===== src/sv/two_species_gillespie_step_macros.svh =====
// assertion macros shared by the gillespie step rtl
// expects clk and rst_n in the scope of each use
`ifndef TWO_SPECIES_GILLESPIE_STEP_MACROS_SVH
`define TWO_SPECIES_GILLESPIE_STEP_MACROS_SVH

// same-cycle implication
`define TSG_ASSERT_NOW(label, ante, cons, msg) \
    label: assert property (@(posedge clk) disable iff (!rst_n) (ante) |-> (cons)) \
        else $error(msg);

// next-cycle implication
`define TSG_ASSERT_NEXT(label, ante, cons, msg) \
    label: assert property (@(posedge clk) disable iff (!rst_n) (ante) |=> (cons)) \
        else $error(msg);

`endif


===== src/sv/tsg_pkg.sv =====
// shared widths, codes, types and helper functions for the gillespie step block
// no dependencies
`timescale 1ns / 1ps
`default_nettype none

package tsg_pkg;

    // field widths
    localparam int RATE_W     = 24;
    localparam int PROB_W     = 16;
    localparam int EXP_W      = 24;
    localparam int FRAC_W     = 16;
    localparam int TIME_W     = 32;
    localparam int OUT_CNT_W  = 16;
    localparam int CNT_W      = 16;   // cell counter width
    localparam int CFG_IDX_W  = 3;
    localparam int CFG_DATA_W = 32;
    localparam int RX_W       = 3;
    localparam int STAT_W     = 2;

    // datapath widths
    localparam int PROP_W  = RATE_W + CNT_W;
    localparam int SUM_W   = PROP_W + 3;
    localparam int DVD_W   = EXP_W + FRAC_W;
    localparam int NEXT_W  = DVD_W + 1;
    localparam int CHUNK_W = 24;
    localparam int MUL_A_W = 24;
    localparam int MUL_B_W = (CNT_W > CHUNK_W) ? CNT_W : CHUNK_W;
    localparam int MUL_P_W = MUL_A_W + MUL_B_W;
    localparam int NCH     = (SUM_W + CHUNK_W - 1) / CHUNK_W;
    localparam int TSH_W   = NCH * CHUNK_W;
    localparam int UT_W    = SUM_W + PROB_W;
    localparam int STEP_W  = 3;
    localparam int DIV_CNT_W = $clog2(DVD_W);
    localparam int NUM_RX  = 5;

    // reaction codes
    localparam logic [RX_W-1:0] RX_BIRTH_ONE = 3'd0;
    localparam logic [RX_W-1:0] RX_BIRTH_TWO = 3'd1;
    localparam logic [RX_W-1:0] RX_DEATH_ONE = 3'd2;
    localparam logic [RX_W-1:0] RX_DEATH_TWO = 3'd3;
    localparam logic [RX_W-1:0] RX_CONVERT   = 3'd4;
    localparam logic [RX_W-1:0] NO_REACTION  = 3'd5;

    // run status codes
    localparam logic [STAT_W-1:0] ST_RUN  = 2'd0;
    localparam logic [STAT_W-1:0] ST_ZERO = 2'd1;
    localparam logic [STAT_W-1:0] ST_TIME = 2'd2;

    // request kinds
    localparam logic ACT_START = 1'b0;
    localparam logic ACT_STEP  = 1'b1;

    // configuration register indexes
    localparam logic [CFG_IDX_W-1:0] CFG_BIRTH_ONE = 3'd0;
    localparam logic [CFG_IDX_W-1:0] CFG_BIRTH_TWO = 3'd1;
    localparam logic [CFG_IDX_W-1:0] CFG_DEATH_ONE = 3'd2;
    localparam logic [CFG_IDX_W-1:0] CFG_DEATH_TWO = 3'd3;
    localparam logic [CFG_IDX_W-1:0] CFG_CONVERT   = 3'd4;
    localparam logic [CFG_IDX_W-1:0] CFG_INIT_PROB = 3'd5;
    localparam logic [CFG_IDX_W-1:0] CFG_TIME_LIM  = 3'd6;

    localparam logic [PROB_W-1:0] INIT_PROB_RST = 16'h8000;

    typedef enum logic [1:0] {
        D_HOLD,
        D_INC,
        D_DEC
    } delta_t;

    // divider status toward the sequencer
    typedef struct packed {
        logic busy;
        logic done;
    } div_stat_t;

    // count change of type one per reaction
    function automatic delta_t delta_one(input logic [RX_W-1:0] rx);
        delta_t d;
        case (rx)
            RX_BIRTH_ONE: d = D_INC;
            RX_DEATH_ONE: d = D_DEC;
            RX_CONVERT:   d = D_DEC;
            default:      d = D_HOLD;
        endcase
        return d;
    endfunction

    // count change of type two per reaction
    function automatic delta_t delta_two(input logic [RX_W-1:0] rx);
        delta_t d;
        case (rx)
            RX_BIRTH_TWO: d = D_INC;
            RX_DEATH_TWO: d = D_DEC;
            RX_CONVERT:   d = D_INC;
            default:      d = D_HOLD;
        endcase
        return d;
    endfunction

    // saturating count update
    function automatic logic [CNT_W-1:0] apply_delta(input logic [CNT_W-1:0] c,
                                                     input delta_t d);
        logic [CNT_W-1:0] r;
        case (d)
            D_INC:   r = (c == '1) ? c : c + CNT_W'(1);
            D_DEC:   r = (c == '0) ? c : c - CNT_W'(1);
            default: r = c;
        endcase
        return r;
    endfunction

endpackage

`default_nettype wire


===== src/sv/tsg_mul.sv =====
// shared registered multiplier for propensities and the draw-times-total product
// depends on tsg_pkg
`timescale 1ns / 1ps
`default_nettype none

module tsg_mul (
    input  wire logic                        clk,
    input  wire logic [tsg_pkg::MUL_A_W-1:0] a,
    input  wire logic [tsg_pkg::MUL_B_W-1:0] b,
    output logic      [tsg_pkg::MUL_P_W-1:0] p
);

    logic [tsg_pkg::MUL_P_W-1:0] p_reg;
    logic [tsg_pkg::MUL_P_W-1:0] p_next;

    // one product per cycle
    always_comb
    begin
        p_next = tsg_pkg::MUL_P_W'(a) * tsg_pkg::MUL_P_W'(b);
    end

    always_ff @(posedge clk)
    begin
        p_reg <= p_next;
    end

    assign p = p_reg;

endmodule

`default_nettype wire


===== src/sv/tsg_div.sv =====
// restoring divider, one quotient bit per cycle, for the waiting time
// depends on tsg_pkg
`timescale 1ns / 1ps
`default_nettype none

module tsg_div (
    input  wire logic                      clk,
    input  wire logic                      rst_n,
    input  wire logic                      start,
    input  wire logic [tsg_pkg::DVD_W-1:0] dividend,
    input  wire logic [tsg_pkg::SUM_W-1:0] divisor,
    output logic      [tsg_pkg::DVD_W-1:0] quotient,
    output tsg_pkg::div_stat_t             stat
);

    logic                          busy_reg, busy_next;
    logic                          done_reg, done_next;
    logic [tsg_pkg::DIV_CNT_W-1:0] cnt_reg, cnt_next;
    logic [tsg_pkg::SUM_W-1:0]     rem_reg, rem_next;
    logic [tsg_pkg::DVD_W-1:0]     quo_reg, quo_next;
    logic [tsg_pkg::SUM_W-1:0]     dvs_reg, dvs_next;
    logic [tsg_pkg::SUM_W:0]       trial;
    logic [tsg_pkg::SUM_W:0]       diff;
    logic                          ge;

    // trial subtract of the shifted remainder
    always_comb
    begin
        trial = {rem_reg, quo_reg[tsg_pkg::DVD_W-1]};
        diff  = trial - {1'b0, dvs_reg};
        ge    = (trial >= {1'b0, dvs_reg});
    end

    // control and datapath next values
    always_comb
    begin
        busy_next = busy_reg;
        done_next = 1'b0;
        cnt_next  = cnt_reg;
        rem_next  = rem_reg;
        quo_next  = quo_reg;
        dvs_next  = dvs_reg;
        if (start)
        begin
            busy_next = 1'b1;
            cnt_next  = '0;
            rem_next  = '0;
            quo_next  = dividend;
            dvs_next  = divisor;
        end
        else if (busy_reg)
        begin
            rem_next = ge ? diff[tsg_pkg::SUM_W-1:0] : trial[tsg_pkg::SUM_W-1:0];
            quo_next = {quo_reg[tsg_pkg::DVD_W-2:0], ge};
            cnt_next = cnt_reg + tsg_pkg::DIV_CNT_W'(1);
            if (cnt_reg == tsg_pkg::DIV_CNT_W'(tsg_pkg::DVD_W - 1))
            begin
                busy_next = 1'b0;
                done_next = 1'b1;
            end
        end
    end

    always_ff @(posedge clk or negedge rst_n)
    begin
        if (!rst_n)
        begin
            busy_reg <= 1'b0;
            done_reg <= 1'b0;
            cnt_reg  <= '0;
        end
        else
        begin
            busy_reg <= busy_next;
            done_reg <= done_next;
            cnt_reg  <= cnt_next;
        end
    end

    always_ff @(posedge clk)
    begin
        rem_reg <= rem_next;
        quo_reg <= quo_next;
        dvs_reg <= dvs_next;
    end

    assign quotient  = quo_reg;
    assign stat.busy = busy_reg;
    assign stat.done = done_reg;

endmodule

`default_nettype wire


===== src/sv/two_species_gillespie_step.sv =====
// Gillespie direct-method step for two cell types and five reactions.
// Input channel (in_valid/in_ready) carries a request: action, uniform_draw,
// exp_draw. Output channel (out_valid/out_ready) carries one result per request:
// counts, elapsed time (Q16.16), reaction fired and finish cause.
// A start request or a step on a finished run goes straight to the output
// register load. A live step runs propensity products on the shared
// multiplier, a total check, the restoring divider (the draw-times-total
// product overlaps it), a time check, serial reaction compares and the output
// register load; it ends after the total check if the total propensity is
// zero, or after the time check if the time limit would be passed.
// in_ready is high only while idle, so a new request is taken at the earliest
// in the cycle after a result is loaded.
// The result sits in an output register; a new request is taken while it waits,
// but a finished request holds in its last state until the output is free.
// Reset clears counts, time, status and the rate registers, and sets the
// initial-choice probability to one half. Configuration writes via cfg_write,
// cfg_index and cfg_data take effect at once, with no handshake.
// depends on tsg_pkg, tsg_mul, tsg_div and the assertion macro header
`timescale 1ns / 1ps
`default_nettype none
`include "two_species_gillespie_step_macros.svh"

module two_species_gillespie_step (
    input  wire logic                           clk,
    input  wire logic                           rst_n,
    input  wire logic                           cfg_write,
    input  wire logic [tsg_pkg::CFG_IDX_W-1:0]  cfg_index,
    input  wire logic [tsg_pkg::CFG_DATA_W-1:0] cfg_data,
    input  wire logic                           in_valid,
    output logic                                in_ready,
    input  wire logic                           action,
    input  wire logic [tsg_pkg::PROB_W-1:0]     uniform_draw,
    input  wire logic [tsg_pkg::EXP_W-1:0]      exp_draw,
    output logic                                out_valid,
    input  wire logic                           out_ready,
    output logic      [tsg_pkg::OUT_CNT_W-1:0]  count_one,
    output logic      [tsg_pkg::OUT_CNT_W-1:0]  count_two,
    output logic      [tsg_pkg::TIME_W-1:0]     elapsed_time,
    output logic      [tsg_pkg::RX_W-1:0]       reaction_fired,
    output logic      [tsg_pkg::STAT_W-1:0]     finish_cause
);

    typedef enum logic [2:0] {
        S_IDLE,
        S_PROP,
        S_TOTAL,
        S_UMUL,
        S_DIVW,
        S_TIME,
        S_PICK,
        S_DONE
    } state_t;

    // configuration registers
    logic [tsg_pkg::RATE_W-1:0] birth_one_reg, birth_two_reg;
    logic [tsg_pkg::RATE_W-1:0] death_one_reg, death_two_reg, convert_reg;
    logic [tsg_pkg::PROB_W-1:0] init_prob_reg;
    logic [tsg_pkg::TIME_W-1:0] time_limit_reg;

    // control and run state
    state_t                      state_reg, state_next;
    logic [tsg_pkg::STEP_W-1:0]  cnt_reg, cnt_next;
    logic [tsg_pkg::CNT_W-1:0]   cells_one_reg, cells_one_next;
    logic [tsg_pkg::CNT_W-1:0]   cells_two_reg, cells_two_next;
    logic [tsg_pkg::TIME_W-1:0]  sim_time_reg, sim_time_next;
    logic [tsg_pkg::STAT_W-1:0]  run_status_reg, run_status_next;
    logic [tsg_pkg::RX_W-1:0]    fired_reg, fired_next;
    logic                        out_valid_reg, out_valid_next;
    logic [tsg_pkg::CNT_W-1:0]   oc1_reg, oc1_next;
    logic [tsg_pkg::CNT_W-1:0]   oc2_reg, oc2_next;
    logic [tsg_pkg::TIME_W-1:0]  otime_reg, otime_next;
    logic [tsg_pkg::RX_W-1:0]    ofired_reg, ofired_next;
    logic [tsg_pkg::STAT_W-1:0]  ocause_reg, ocause_next;

    // datapath registers
    logic [tsg_pkg::PROB_W-1:0] u_reg, u_next;
    logic [tsg_pkg::EXP_W-1:0]  e_reg, e_next;
    logic [tsg_pkg::SUM_W-1:0]  run_sum_reg, run_sum_next;
    logic [tsg_pkg::SUM_W-1:0]  sums_reg [tsg_pkg::NUM_RX];
    logic [tsg_pkg::SUM_W-1:0]  sums_next [tsg_pkg::NUM_RX];
    logic [tsg_pkg::TSH_W-1:0]  tshift_reg, tshift_next;
    logic [tsg_pkg::UT_W-1:0]   acc_reg, acc_next;
    logic [tsg_pkg::TIME_W-1:0] next_time_reg, next_time_next;

    // shared units
    logic [tsg_pkg::MUL_A_W-1:0] mul_a;
    logic [tsg_pkg::MUL_B_W-1:0] mul_b;
    logic [tsg_pkg::MUL_P_W-1:0] mul_p;
    logic                        div_start;
    logic [tsg_pkg::DVD_W-1:0]   div_quo;
    tsg_pkg::div_stat_t          div_stat;

    logic [tsg_pkg::NEXT_W-1:0]  time_sum;
    logic [tsg_pkg::SUM_W-1:0]   step_sum;
    logic [tsg_pkg::UT_W-1:0]    pick_ref;
    logic                        below;
    logic                        in_fire;
    logic                        out_free;
    logic [tsg_pkg::RX_W-1:0]    rx_cur;

    tsg_mul u_mul (
        .clk (clk),
        .a   (mul_a),
        .b   (mul_b),
        .p   (mul_p)
    );

    tsg_div u_div (
        .clk      (clk),
        .rst_n    (rst_n),
        .start    (div_start),
        .dividend ({e_reg, {tsg_pkg::FRAC_W{1'b0}}}),
        .divisor  (run_sum_reg),
        .quotient (div_quo),
        .stat     (div_stat)
    );

    // configuration writes
    always_ff @(posedge clk or negedge rst_n)
    begin
        if (!rst_n)
        begin
            birth_one_reg  <= '0;
            birth_two_reg  <= '0;
            death_one_reg  <= '0;
            death_two_reg  <= '0;
            convert_reg    <= '0;
            init_prob_reg  <= tsg_pkg::INIT_PROB_RST;
            time_limit_reg <= '0;
        end
        else if (cfg_write)
        begin
            case (cfg_index)
                tsg_pkg::CFG_BIRTH_ONE: birth_one_reg  <= cfg_data[tsg_pkg::RATE_W-1:0];
                tsg_pkg::CFG_BIRTH_TWO: birth_two_reg  <= cfg_data[tsg_pkg::RATE_W-1:0];
                tsg_pkg::CFG_DEATH_ONE: death_one_reg  <= cfg_data[tsg_pkg::RATE_W-1:0];
                tsg_pkg::CFG_DEATH_TWO: death_two_reg  <= cfg_data[tsg_pkg::RATE_W-1:0];
                tsg_pkg::CFG_CONVERT:   convert_reg    <= cfg_data[tsg_pkg::RATE_W-1:0];
                tsg_pkg::CFG_INIT_PROB: init_prob_reg  <= cfg_data[tsg_pkg::PROB_W-1:0];
                tsg_pkg::CFG_TIME_LIM:  time_limit_reg <= cfg_data[tsg_pkg::TIME_W-1:0];
                default:                ;
            endcase
        end
    end

    // multiplier operand select
    always_comb
    begin
        mul_a = '0;
        mul_b = '0;
        if (state_reg == S_PROP)
        begin
            case (cnt_reg)
                tsg_pkg::RX_BIRTH_ONE:
                begin
                    mul_a = birth_one_reg;
                    mul_b = tsg_pkg::MUL_B_W'(cells_one_reg);
                end
                tsg_pkg::RX_BIRTH_TWO:
                begin
                    mul_a = birth_two_reg;
                    mul_b = tsg_pkg::MUL_B_W'(cells_two_reg);
                end
                tsg_pkg::RX_DEATH_ONE:
                begin
                    mul_a = death_one_reg;
                    mul_b = tsg_pkg::MUL_B_W'(cells_one_reg);
                end
                tsg_pkg::RX_DEATH_TWO:
                begin
                    mul_a = death_two_reg;
                    mul_b = tsg_pkg::MUL_B_W'(cells_two_reg);
                end
                tsg_pkg::RX_CONVERT:
                begin
                    mul_a = convert_reg;
                    mul_b = tsg_pkg::MUL_B_W'(cells_one_reg);
                end
                default:
                begin
                    mul_a = '0;
                    mul_b = '0;
                end
            endcase
        end
        else if (state_reg == S_UMUL)
        begin
            mul_a = tsg_pkg::MUL_A_W'(u_reg);
            mul_b = tsg_pkg::MUL_B_W'(tshift_reg[tsg_pkg::TSH_W-1 -: tsg_pkg::CHUNK_W]);
        end
    end

    // shared adders and comparators
    always_comb
    begin
        in_fire  = in_valid && in_ready;
        out_free = !out_valid_reg || out_ready;
        step_sum = run_sum_reg + tsg_pkg::SUM_W'(mul_p);
        time_sum = tsg_pkg::NEXT_W'(sim_time_reg) + tsg_pkg::NEXT_W'(div_quo);
        rx_cur   = cnt_reg;
        pick_ref = {sums_reg[cnt_reg], {tsg_pkg::FRAC_W{1'b0}}};
        below    = (acc_reg < pick_ref);
    end

    // sequencer
    always_comb
    begin
        state_next      = state_reg;
        cnt_next        = cnt_reg;
        cells_one_next  = cells_one_reg;
        cells_two_next  = cells_two_reg;
        sim_time_next   = sim_time_reg;
        run_status_next = run_status_reg;
        fired_next      = fired_reg;
        out_valid_next  = out_valid_reg;
        oc1_next        = oc1_reg;
        oc2_next        = oc2_reg;
        otime_next      = otime_reg;
        ofired_next     = ofired_reg;
        ocause_next     = ocause_reg;
        u_next          = u_reg;
        e_next          = e_reg;
        run_sum_next    = run_sum_reg;
        sums_next       = sums_reg;
        tshift_next     = tshift_reg;
        acc_next        = acc_reg;
        next_time_next  = next_time_reg;
        div_start       = 1'b0;

        // result taken downstream
        if (out_valid_reg && out_ready)
        begin
            out_valid_next = 1'b0;
        end

        case (state_reg)
            S_IDLE:
            begin
                if (in_fire)
                begin
                    u_next     = uniform_draw;
                    e_next     = exp_draw;
                    fired_next = tsg_pkg::NO_REACTION;
                    if (action == tsg_pkg::ACT_START)
                    begin
                        if (uniform_draw < init_prob_reg)
                        begin
                            cells_one_next = tsg_pkg::CNT_W'(1);
                            cells_two_next = '0;
                        end
                        else
                        begin
                            cells_one_next = '0;
                            cells_two_next = tsg_pkg::CNT_W'(1);
                        end
                        sim_time_next   = '0;
                        run_status_next = tsg_pkg::ST_RUN;
                        state_next      = S_DONE;
                    end
                    else if (run_status_reg != tsg_pkg::ST_RUN)
                    begin
                        state_next = S_DONE;
                    end
                    else
                    begin
                        run_sum_next = '0;
                        cnt_next     = '0;
                        state_next   = S_PROP;
                    end
                end
            end
            // products issue on counts 0..4, each sum lands in the following cycle
            S_PROP:
            begin
                if (cnt_reg != '0)
                begin
                    run_sum_next                 = step_sum;
                    sums_next[cnt_reg - 3'd1]    = step_sum;
                end
                if (cnt_reg == tsg_pkg::STEP_W'(tsg_pkg::NUM_RX))
                begin
                    state_next = S_TOTAL;
                end
                else
                begin
                    cnt_next = cnt_reg + tsg_pkg::STEP_W'(1);
                end
            end
            S_TOTAL:
            begin
                if (run_sum_reg == '0)
                begin
                    run_status_next = tsg_pkg::ST_ZERO;
                    state_next      = S_DONE;
                end
                else
                begin
                    div_start   = 1'b1;
                    tshift_next = tsg_pkg::TSH_W'(run_sum_reg);
                    acc_next    = '0;
                    cnt_next    = '0;
                    state_next  = S_UMUL;
                end
            end
            // draw times total, top chunk first, while the divider runs
            S_UMUL:
            begin
                if (cnt_reg != '0)
                begin
                    acc_next = (acc_reg << tsg_pkg::CHUNK_W) + tsg_pkg::UT_W'(mul_p);
                end
                tshift_next = tshift_reg << tsg_pkg::CHUNK_W;
                if (cnt_reg == tsg_pkg::STEP_W'(tsg_pkg::NCH))
                begin
                    state_next = S_DIVW;
                end
                else
                begin
                    cnt_next = cnt_reg + tsg_pkg::STEP_W'(1);
                end
            end
            S_DIVW:
            begin
                if (div_stat.done)
                begin
                    state_next = S_TIME;
                end
            end
            S_TIME:
            begin
                if (time_sum > tsg_pkg::NEXT_W'(time_limit_reg))
                begin
                    run_status_next = tsg_pkg::ST_TIME;
                    state_next      = S_DONE;
                end
                else
                begin
                    next_time_next = time_sum[tsg_pkg::TIME_W-1:0];
                    cnt_next       = '0;
                    state_next     = S_PICK;
                end
            end
            // first running sum above the scaled draw wins, else the last reaction
            S_PICK:
            begin
                if (below || cnt_reg == tsg_pkg::STEP_W'(tsg_pkg::NUM_RX - 1))
                begin
                    cells_one_next = tsg_pkg::apply_delta(cells_one_reg,
                                                          tsg_pkg::delta_one(rx_cur));
                    cells_two_next = tsg_pkg::apply_delta(cells_two_reg,
                                                          tsg_pkg::delta_two(rx_cur));
                    sim_time_next  = next_time_reg;
                    fired_next     = rx_cur;
                    state_next     = S_DONE;
                end
                else
                begin
                    cnt_next = cnt_reg + tsg_pkg::STEP_W'(1);
                end
            end
            S_DONE:
            begin
                if (out_free)
                begin
                    out_valid_next = 1'b1;
                    oc1_next       = cells_one_reg;
                    oc2_next       = cells_two_reg;
                    otime_next     = sim_time_reg;
                    ofired_next    = fired_reg;
                    ocause_next    = run_status_reg;
                    state_next     = S_IDLE;
                end
            end
            default:
            begin
                state_next = S_IDLE;
            end
        endcase
    end

    // state and registered outputs
    always_ff @(posedge clk or negedge rst_n)
    begin
        if (!rst_n)
        begin
            state_reg      <= S_IDLE;
            cnt_reg        <= '0;
            cells_one_reg  <= '0;
            cells_two_reg  <= '0;
            sim_time_reg   <= '0;
            run_status_reg <= tsg_pkg::ST_RUN;
            fired_reg      <= tsg_pkg::NO_REACTION;
            out_valid_reg  <= 1'b0;
            oc1_reg        <= '0;
            oc2_reg        <= '0;
            otime_reg      <= '0;
            ofired_reg     <= tsg_pkg::NO_REACTION;
            ocause_reg     <= tsg_pkg::ST_RUN;
        end
        else
        begin
            state_reg      <= state_next;
            cnt_reg        <= cnt_next;
            cells_one_reg  <= cells_one_next;
            cells_two_reg  <= cells_two_next;
            sim_time_reg   <= sim_time_next;
            run_status_reg <= run_status_next;
            fired_reg      <= fired_next;
            out_valid_reg  <= out_valid_next;
            oc1_reg        <= oc1_next;
            oc2_reg        <= oc2_next;
            otime_reg      <= otime_next;
            ofired_reg     <= ofired_next;
            ocause_reg     <= ocause_next;
        end
    end

    // datapath registers
    always_ff @(posedge clk)
    begin
        u_reg         <= u_next;
        e_reg         <= e_next;
        run_sum_reg   <= run_sum_next;
        sums_reg      <= sums_next;
        tshift_reg    <= tshift_next;
        acc_reg       <= acc_next;
        next_time_reg <= next_time_next;
    end

    assign in_ready       = (state_reg == S_IDLE);
    assign out_valid      = out_valid_reg;
    assign count_one      = tsg_pkg::OUT_CNT_W'(oc1_reg);
    assign count_two      = tsg_pkg::OUT_CNT_W'(oc2_reg);
    assign elapsed_time   = otime_reg;
    assign reaction_fired = ofired_reg;
    assign finish_cause   = ocause_reg;

    // checks
    `TSG_ASSERT_NEXT(a_finished_holds_one,
        in_fire && action == tsg_pkg::ACT_STEP && run_status_reg != tsg_pkg::ST_RUN,
        $stable(cells_one_reg) && $stable(sim_time_reg),
        "step on a finished run changed the state")
    `TSG_ASSERT_NOW(a_div_done_in_wait,
        div_stat.done,
        state_reg == S_DIVW,
        "divider finished outside its wait state")
    `TSG_ASSERT_NOW(a_fired_means_running,
        out_valid && reaction_fired != tsg_pkg::NO_REACTION,
        finish_cause == tsg_pkg::ST_RUN,
        "reaction reported on a finished run")

endmodule

`default_nettype wire

===== config.mk =====
export PLATFORM = sky130hd
export DESIGN_NAME = two_species_gillespie_step
export DESIGN_NICKNAME = d
export VERILOG_FILES = /design/src/sv/tsg_pkg.sv /design/src/sv/tsg_mul.sv /design/src/sv/tsg_div.sv /design/src/sv/two_species_gillespie_step.sv
export VERILOG_INCLUDE_DIRS = /design/src /design/src/sv
export SDC_FILE = /design/constraint.sdc
export NUM_CORES = 2
export LEC_CHECK = 0
export ABC_AREA = 0
export CAP_MARGIN = 20
export CELL_PAD_IN_SITES_DETAIL_PLACEMENT = 2
export CELL_PAD_IN_SITES_GLOBAL_PLACEMENT = 2
export CORE_MARGIN = 10
export CORE_UTILIZATION = 45
export CTS_BUF_LIST = sky130_fd_sc_hd__clkbuf_4
export DETAILED_ROUTE_END_ITERATION = 8
export DONT_BUFFER_PORTS = 1
export PLACE_DENSITY_LB_ADDON = 0.1
export SLEW_MARGIN = 20
export SYNTH_ARGS = -nofsm -noshare
export SYNTH_HDL_FRONTEND = slang
export SYNTH_SLANG_ARGS = --single-unit

===== constraint.sdc =====
create_clock -name clk -period 13.45 [get_ports clk]
set_clock_uncertainty 0.2 [all_clocks]
set_input_delay 2.0175 -clock clk [delete_from_list [all_inputs] [get_ports clk]]
set_output_delay 2.0175 -clock clk [all_outputs]
set_load 0.05 [all_outputs]

==> impl_metrics.json <==
{
  "dr.first_iter.drc_count": 4351,
  "p_int_mw": 8.27,
  "cts.clk_slew.worst_paths_ps": 80,
  "coreArea_um2": 142000,
  "slew_headroom_pct": 20.2,
  "hp-class": "primary input to async pin",
  "r2r-start": "cnt_reg[0]",
  "p_clk_share_pct": 18.2,
  "clock_latency_ps": 1350,
  "cts_root_buf": "clkbuf_4",
  "post_cts_buffers": 0,
  "cts.sinks": 932,
  "status": "completed",
  "synth_top_family_by_area": "adder cells",
  "p_switching_mw": 7.70,
  "netlist.area_leader.share_pct": 23.4,
  "design.die.area_um2": 159000,
  "cts_tree": "done",
  "synth_common_cells": "inv_1 (744), nand2_1 (642), edfxtp_1 (504), fa_1 (488), ha_1 (441)",
  "synthAdderAreaFrac_pct": 23.7,
  "worst_pin_slew_ps": 1190,
  "drv_cap": 0,
  "drc": 0,
  "area_growth_pct": 9.60,
  "place_worst_setup_slack_ps": 2430,
  "wirelength_um": 257000,
  "yosys_most_used_dff": "edfxtp_1",
  "report.final.hold_viol_count": 0,
  "yosysMostFrequentCell": "inv_1",
  "setup_tns_ps": 0,
  "yosys_warnings": 0,
  "endpoint_kind": "register",
  "routedWlPerCell_um": 30.6,
  "htreeDepth": 5,
  "grt_usage_pct": 32.0,
  "nNetsFinal": 7298,
  "grt_pass1_vias": 57400,
  "crit_path_max_incr_delay_ps": 880,
  "die_h_um": 399,
  "ir_drop_uv": 224,
  "dp_hpwl_um": 184000,
  "overflow": 0,
  "synthMuxAreaShare_pct": 6.02,
  "synth_cells": 6103,
  "setup_viol": 0,
  "min_period_over_period_pct": 84.1,
  "synth_compound_area_share_pct": 11.7,
  "drive_gt1_share_pct": 13.7,
  "cts-hold-fix-buffers": 0,
  "r2r_setup_slack_ps": 2140,
  "synthTopCellsByArea": "edfxtp_1 (23%), fa_1 (15%), dfrtp_1 (12%), ha_1 (8.5%), mux2_2 (4.5%)",
  "largest_register_ffs": 215,
  "firstDrtPassIters": 7,
  "place_inst": 7894,
  "ant_nets": 0,
  "num_rows": 138,
  "vias_per_cell": 6.03,
  "antenna_found_initial": 40,
  "p_sw_share_pct": 48.2,
  "fin_crit_ps": 11310,
  "criticalPathCategory": "register to register",
  "power.total_mw": 16.0,
  "p_leak_nw": 31.4,
  "grt_max_degree": 322,
  "fp.dieW_um": 399,
  "port_buffers": 0,
  "pin_count": 152,
  "grt_pass1_wl_um": 382000,
  "gp_congestion": 0.898,
  "seqPwrFrac_pct": 31.8,
  "final_util_pct": 49.8,
  "synth-seq-cells": 932,
  "rsz0062_at_grt": "false",
  "synth_seq_area_share_pct": 39.2,
  "synth_xor_area_share_pct": 2.73,
  "report.final.slew_viol_count": 0,
  "synth.largest_area_cell": "edfxtp_1",
  "start_util_pct": 45.5,
  "fmax_mhz": 88.4,
  "syn_area_per_cell_um2": 10.6,
  "share_comb_of_total_power_pct": 50.0,
  "startpoint_type": "register",
  "setup_slack_ps": 2140,
  "p_per_area_nw_per_um2": 226,
  "cts_resized": 0,
  "crit_slowest_cell": "a22o_1",
  "cts_buffer_depth": 4,
  "required_ps": 14420,
  "reg2reg_depth": 33,
  "worstPathArrival_ps": 12280,
  "synthSimpleGateAreaFrac_pct": 10.8,
  "crit_top_cell": "fa_1",
  "layout.cells.non_filler": 8399,
  "critPathLaunch": "cnt_reg[0]",
  "synth-async-reset-ratio_pct": 34.4,
  "ys_types": 81,
  "crit_fanout": 32,
  "syn_area_um2": 64600,
  "num_vias": 50700,
  "synth_edf_count": 504,
  "cts_made_buffers": 280
}
[layout make-up]
cell class / count / area, um2
timing repair buffer: 101 / 766
inverter: 744 / 2790
sequential: 932 / 25300
clock inverter: 68 / 408
fill: 14500 / 71300
antenna: 29 / 72.6
tap: 1890 / 2360
clock buffer: 406 / 3050
multi-input combinational: 4229 / 36000
[worst max-delay path, delay by kind of cell, from the launching register on]
| kind | cells | cell delay [ps] |
|---|---|---|
| compound gates | 9 | 2840 |
| simple gates | 6 | 1660 |
| fa+ha+maj | 9 | 4420 |
| buf+inv | 8 | 1150 |
| xor+xnor | 1 | 150 |
| flops | 1 | 690 |
[power groups by stage]
stage	clock [mW]	combinational, mW	sequential, mW
after detailed placement	0	7.62	5.09
after global placement	0	7.16	5.03
final	2.90	7.98	5.08
after floorplan	0	5.19	4.63
after global routing	3.11	8.72	5.13
after CTS	2.96	7.80	5.06
[per-stage QoR]
step / instance area [um2] / hold slack, ps
2_1_floorplan: 64800 / 243
3_3_place_gp: 67200 / 252
3_5_place_dp: 67200 / 262
4_1_cts: 70700 / 82.7
5_1_grt: 70700 / 127
6_report: 70800 / 244
[path summary, 6_finish.rpt]
path / to
max: u_mul.p[42]
min: elapsed_time[2]
max reg2reg: u_mul.p[42]
min reg2reg: sim_time_reg[18]
max in group asynchronous: convert_reg[17]
min in group clk: sim_time_reg[18]
[cells in the final DEF (no fill, tap or decap), types with 46 or more instances in the layout]
| cell | netlist | final |
|---|---|---|
| inv_1 | 744 | 743 |
| nand2_1 | 642 | 642 |
| edfxtp_1 | 504 | 504 |
| fa_1 | 488 | 488 |
| ha_1 | 441 | 441 |
| nor2_1 | 432 | 424 |
| clkbuf_4 | 0 | 408 |
| dfrtp_1 | 316 | 312 |
| a21oi_1 | 274 | 274 |
| mux2_2 | 258 | 258 |
| o21ai_0 | 213 | 207 |
| a21o_1 | 141 | 141 |
| and2_1 | 135 | 134 |
| xnor2_1 | 121 | 121 |
| dfxtp_1 | 107 | 107 |
| buf_4 | 0 | 97 |
| a22oi_1 | 89 | 88 |
| xor2_1 | 80 | 80 |
| conb_1 | 2 | 64 |
| nand4_1 | 56 | 56 |
| a22o_1 | 51 | 51 |
| nand3_1 | 49 | 49 |
| mux2i_1 | 49 | 49 |
| a211oi_1 | 46 | 46 |
[cells by family after synthesis]
logic type,Yosys count
compound gates,1150
xor+xnor,201
fa+ha+maj,929
buf+inv,1004
flops,932
mux,329
other cells,2
simple gates,1556
[layer usage]
metal / global-route usage, % / share of wire [%] / vias up / wire [um]
met5: 0 / 0.031 / - / 80
met4: 17.0 / 5.8 / 10 / 14800
met3: 7.98 / 7.9 / 724 / 20300
met2: 53.0 / 48 / 2097 / 123000
met1: 38.2 / 38 / 26500 / 98600
li1: - / - / 21400 / -
(Power assumes the default switching activity.)
